<file path="config.mk">
export PLATFORM = sky130hd
export DESIGN_NAME = uch_cell
export DESIGN_NICKNAME = d
export VERILOG_FILES = /design/src/hw/rtl/uch_pkg.sv /design/src/hw/rtl/uch_cell.sv
export SDC_FILE = /design/constraint.sdc
export NUM_CORES = 1
export LEC_CHECK = 0
export BUFFER_PORTS_ARGS = -buffer_cell sky130_fd_sc_hd__buf_4
export CORE_ASPECT_RATIO = 1.4
export CORE_MARGIN = 1
export CORE_UTILIZATION = 46
export DETAILED_ROUTE_END_ITERATION = 16
export HOLD_SLACK_MARGIN = 0.06
export PLACE_DENSITY_LB_ADDON = 0.08
export SYNTH_ARGS = -nofsm -noshare
export SYNTH_HDL_FRONTEND = slang
export SYNTH_SLANG_ARGS = --single-unit
</file>
<file path="constraint.sdc">
create_clock -name clk -period 3.2 [get_ports clk]
set_clock_uncertainty 0.15 [all_clocks]
set_input_delay 0.96 -clock clk [delete_from_list [all_inputs] [get_ports clk]]
set_output_delay 0.96 -clock clk [all_outputs]
set_load 0.05 [all_outputs]
</file>
<file path="src/hw/rtl/uch_pkg.sv">
package uch_pkg;

  localparam int TABLE_DEPTH_DEFAULT = 256;
  localparam int COUNT_BITS_DEFAULT  = 24;

  localparam int CHANNEL_W   = 8;
  localparam int KEY_W       = 3 * CHANNEL_W;
  localparam int ENTRY_IDX_W = 8;
  localparam int ENTRY_CNT_W = 24;
  localparam int UNIQUE_W    = 9;

  typedef struct packed {
    logic valid;
    logic done;
    logic fresh;
    logic last;
  } uch_flags_t;

endpackage

</file>
<file path="src/hw/rtl/uch_cell.sv">
module uch_cell #(
  parameter int DEPTH      = uch_pkg::TABLE_DEPTH_DEFAULT,
  parameter int COUNT_BITS = uch_pkg::COUNT_BITS_DEFAULT,
  parameter int INDEX      = 0
) (
  input  logic                           clk,
  input  logic                           rst,
  input  uch_pkg::uch_flags_t            in_flags,
  input  logic [uch_pkg::KEY_W-1:0]      in_key,
  input  logic [$clog2(DEPTH)-1:0]       in_slot,
  input  logic [COUNT_BITS-1:0]          in_count,
  input  logic [$clog2(DEPTH+1)-1:0]     in_seen,
  output uch_pkg::uch_flags_t            out_flags,
  output logic [uch_pkg::KEY_W-1:0]      out_key,
  output logic [$clog2(DEPTH)-1:0]       out_slot,
  output logic [COUNT_BITS-1:0]          out_count,
  output logic [$clog2(DEPTH+1)-1:0]     out_seen
);
  import uch_pkg::*;

  localparam int IDX_W  = $clog2(DEPTH);
  localparam int SEEN_W = $clog2(DEPTH + 1);
  localparam logic [IDX_W-1:0] SLOT = IDX_W'(INDEX);

  logic                  occ;
  logic [KEY_W-1:0]      key;
  logic [COUNT_BITS-1:0] count;
  logic                  hit;
  logic                  claim;
  logic [COUNT_BITS-1:0] count_inc;

  assign hit       = in_flags.valid && !in_flags.done && occ && (key == in_key);
  assign claim     = in_flags.valid && !in_flags.done && !occ;
  assign count_inc = (&count) ? count : count + COUNT_BITS'(1);

  always_ff @(posedge clk) begin
    if (rst) begin
      occ       <= 1'b0;
      out_flags <= '0;
    end else begin
      occ       <= occ | claim;
      out_flags <= in_flags;
      if (hit || claim) begin
        out_flags.done  <= 1'b1;
        out_flags.fresh <= claim;
      end
    end
  end

  always_ff @(posedge clk) begin
    if (claim) begin
      key   <= in_key;
      count <= COUNT_BITS'(1);
    end else if (hit) begin
      count <= count_inc;
    end
    out_key  <= in_key;
    out_slot <= (hit || claim) ? SLOT : in_slot;
    if (hit) begin
      out_count <= count_inc;
    end else if (claim) begin
      out_count <= COUNT_BITS'(1);
    end else begin
      out_count <= in_count;
    end
    out_seen <= in_seen + SEEN_W'(occ || claim);
  end

endmodule

</file>
==> metrics <==
Vias 3,486; Setup CP Type in2reg; IO Pins 140; DRC Markers 0; P_int 3.05 mW; critical path data arrival time 2920 ps; Worst-path clk slew 50 ps; via/cell ratio 5.15; Seq/Total Area, Yosys 58.5%; Avg Cell Area, Syn 10.9 um^2; first-pass GRT wire length 15,600 um; Synth Register Bits 118; Reg power frac 40.0%; count leader, synth dfxtp_1; Fill cells 793; Routed WL 9620 um; synth top area cells dfxtp_1, edfxtp_1, xor2_1; final count of negative-setup-slack endpoints 0; Crit Path Max Fanout 38; period utilization 84.9%; port bufs 139; synthesized cell area 4450 um^2; post-cts resize count 0; Pwr Density 648 nW/um^2; critical path launch point type input pin; Clock Latency Late Sink 410 ps; Starting Density 47.3%; Slew HR 48.2%; clock share of power 48.3%; top cells by count, synth dfxtp_1, nand3_1, xor2_1; cts hold-fix bufs 0; H-Tree Level Count 4; Fin. Hold Viols 0; Net Count, Synth 482; DP Area 5600 um^2; Die Span X 85.1 um; gr usage total 20.1%; setup TNS 0 ps; Worst VDD drop 566 uV; Area growth syn-to-layout 39.7%; CTS Root Cell clkbuf_16; maxcap violations 0; initial drt markers 156; status finished clean; initial antenna violation count 0; Routed Antenna Nets 0; sw frac 24.4%; r2r setup slk 780 ps; endpoint class of the critical path register; GRT overflow 0; Die Area 10,100 um^2; worst-margin pin slew 774 ps; diode count 0; area share of the largest cell type after synthesis 42.3%; max-slew violations 0; detailed placement HPWL 6820 um; Final Critical Period 2720 ps; Leak Pwr 2.64 nW; wire per inst 14.2 um; number of synthesized flops with an enable pin 24; Post-Synthesis Cells 408; vias in the first global route 3,318; distinct cell type count after synthesis 48; Logic pwr share 11.7%; Num CTS Buffers 17; ys flop type dfxtp_1; clock buffer depth 2; Hold Crit Class reg2reg; Sink Count 118; Yosys warning count 0; share of layout cells above drive strength 1 32.6%; largest net degree at the start of global routing 43; Pre-Repair DR Iteration Count 4; postcts setup bufs 0; Design Area, Final 6220 um^2; Required @ worst endpoint 3400 ps; GPL Wtd Cong 0.799; RSZ-0062 raised after global routing false; CTS tree yes; core area 9410 um^2; area leader, netlist dfxtp_1; Die Span Y 118 um; num rows 42; Net Sw Power 0.982 mW; Final nets 628; fmax 368 MHz; Synth async-reset ratio 0%; worst hold slack 340 ps
-- cells by family after synthesis --
kind of cell | synth area share [%]
buf+inv | 2.19
compound gates | 8.61
flops | 58.5
xor+xnor | 10.0
fa+ha+maj | 0.844
mux | 0.450
simple gates | 19.4
-- per-stage QoR --
| stage | setup WS, ps | instances | total power [mW] | utilization, % |
|---|---|---|---|---|
| 2_1_floorplan | 448 | 408 | 1.92 | - |
| 3_3_place_gp | 96.7 | 645 | 2.11 | 59.6 |
| 5_1_grt | 370 | 677 | 4.15 | 66.1 |
| 6_report | 484 | 677 | 4.03 | 66.1 |
| 4_1_cts | 469 | 677 | 4.06 | 66.1 |
| 3_5_place_dp | 53.8 | 645 | 2.12 | 59.6 |
-- power groups by stage --
| stage | logic [mW] | clock network [mW] | registers, mW |
|---|---|---|---|
| 2_1_floorplan | 0.0778 | 0 | 1.85 |
| 3_3_place_gp | 0.469 | 0 | 1.64 |
| 3_5_place_dp | 0.474 | 0 | 1.64 |
| 4_1_cts | 0.476 | 1.97 | 1.61 |
| 5_1_grt | 0.496 | 2.04 | 1.62 |
| 6_report | 0.471 | 1.95 | 1.61 |
-- layout make-up --
class                           count  area [um^2]  area share, %
Multi-Input combinational cell    267         1750           28.1
Clock buffer                       17          425           6.84
Timing Repair Buffer              147         1100           17.8
Tap cell                          110          138           2.21
Sequential cell                   118         2600           41.9
Inverter                            3         11.3          0.181
Clock inverter                     15          186           3.00
-- cells in the final DEF, fill, tap and decap left out, types with 5 or more instances in the layout --
master,n
or4_1,6
nand4_1,9
o2bb2ai_1,7
nor4_1,8
or3_1,6
and3_1,14
a21oi_1,12
nor2_1,16
nand3_1,40
buf_4,147
xnor2_1,14
nand2_1,19
nor2b_1,5
edfxtp_1,24
dfxtp_1,94
xor2_1,37
clkbuf_16,17
o21ai_0,28
-- final timing paths --
check / start / endpoint / cells after the start
worst max-delay path: in_key[15] / count[6] / 7
worst max register to register: key[15] / count[6] / 6
worst min register to register: count[7] / count[7] / 2
worst min-delay path: count[7] / count[7] / 2
-- per-layer routing --
metal / up-vias / wire, um / GRT usage (%)
met2: 88 / 4980 / 34.6
met1: 1629 / 3950 / 22.5
li1: 1755 / - / -
met5: - / 0 / 0
met4: 0 / 173 / 9.43
met3: 14 / 509 / 5.94
-- sequential cells by signal, summed over array words and instances, names as in the netlist --
| signal | count |
|---|---|
| out_key | 24 |
| occ | 1 |
| out_flags | 4 |
| out_seen | 9 |
| out_count | 24 |
| key | 24 |
| count | 24 |
| out_slot | 8 |
-- critical path, cell delays in order --
cell      delay (ps)
buf_4            120
xor2_1           190
nor4b_2          270
nand4b_1         160
or3_4            580
or4_1            530
nand2_1           80
Note: power is estimated with default switching activity, not from simulation.
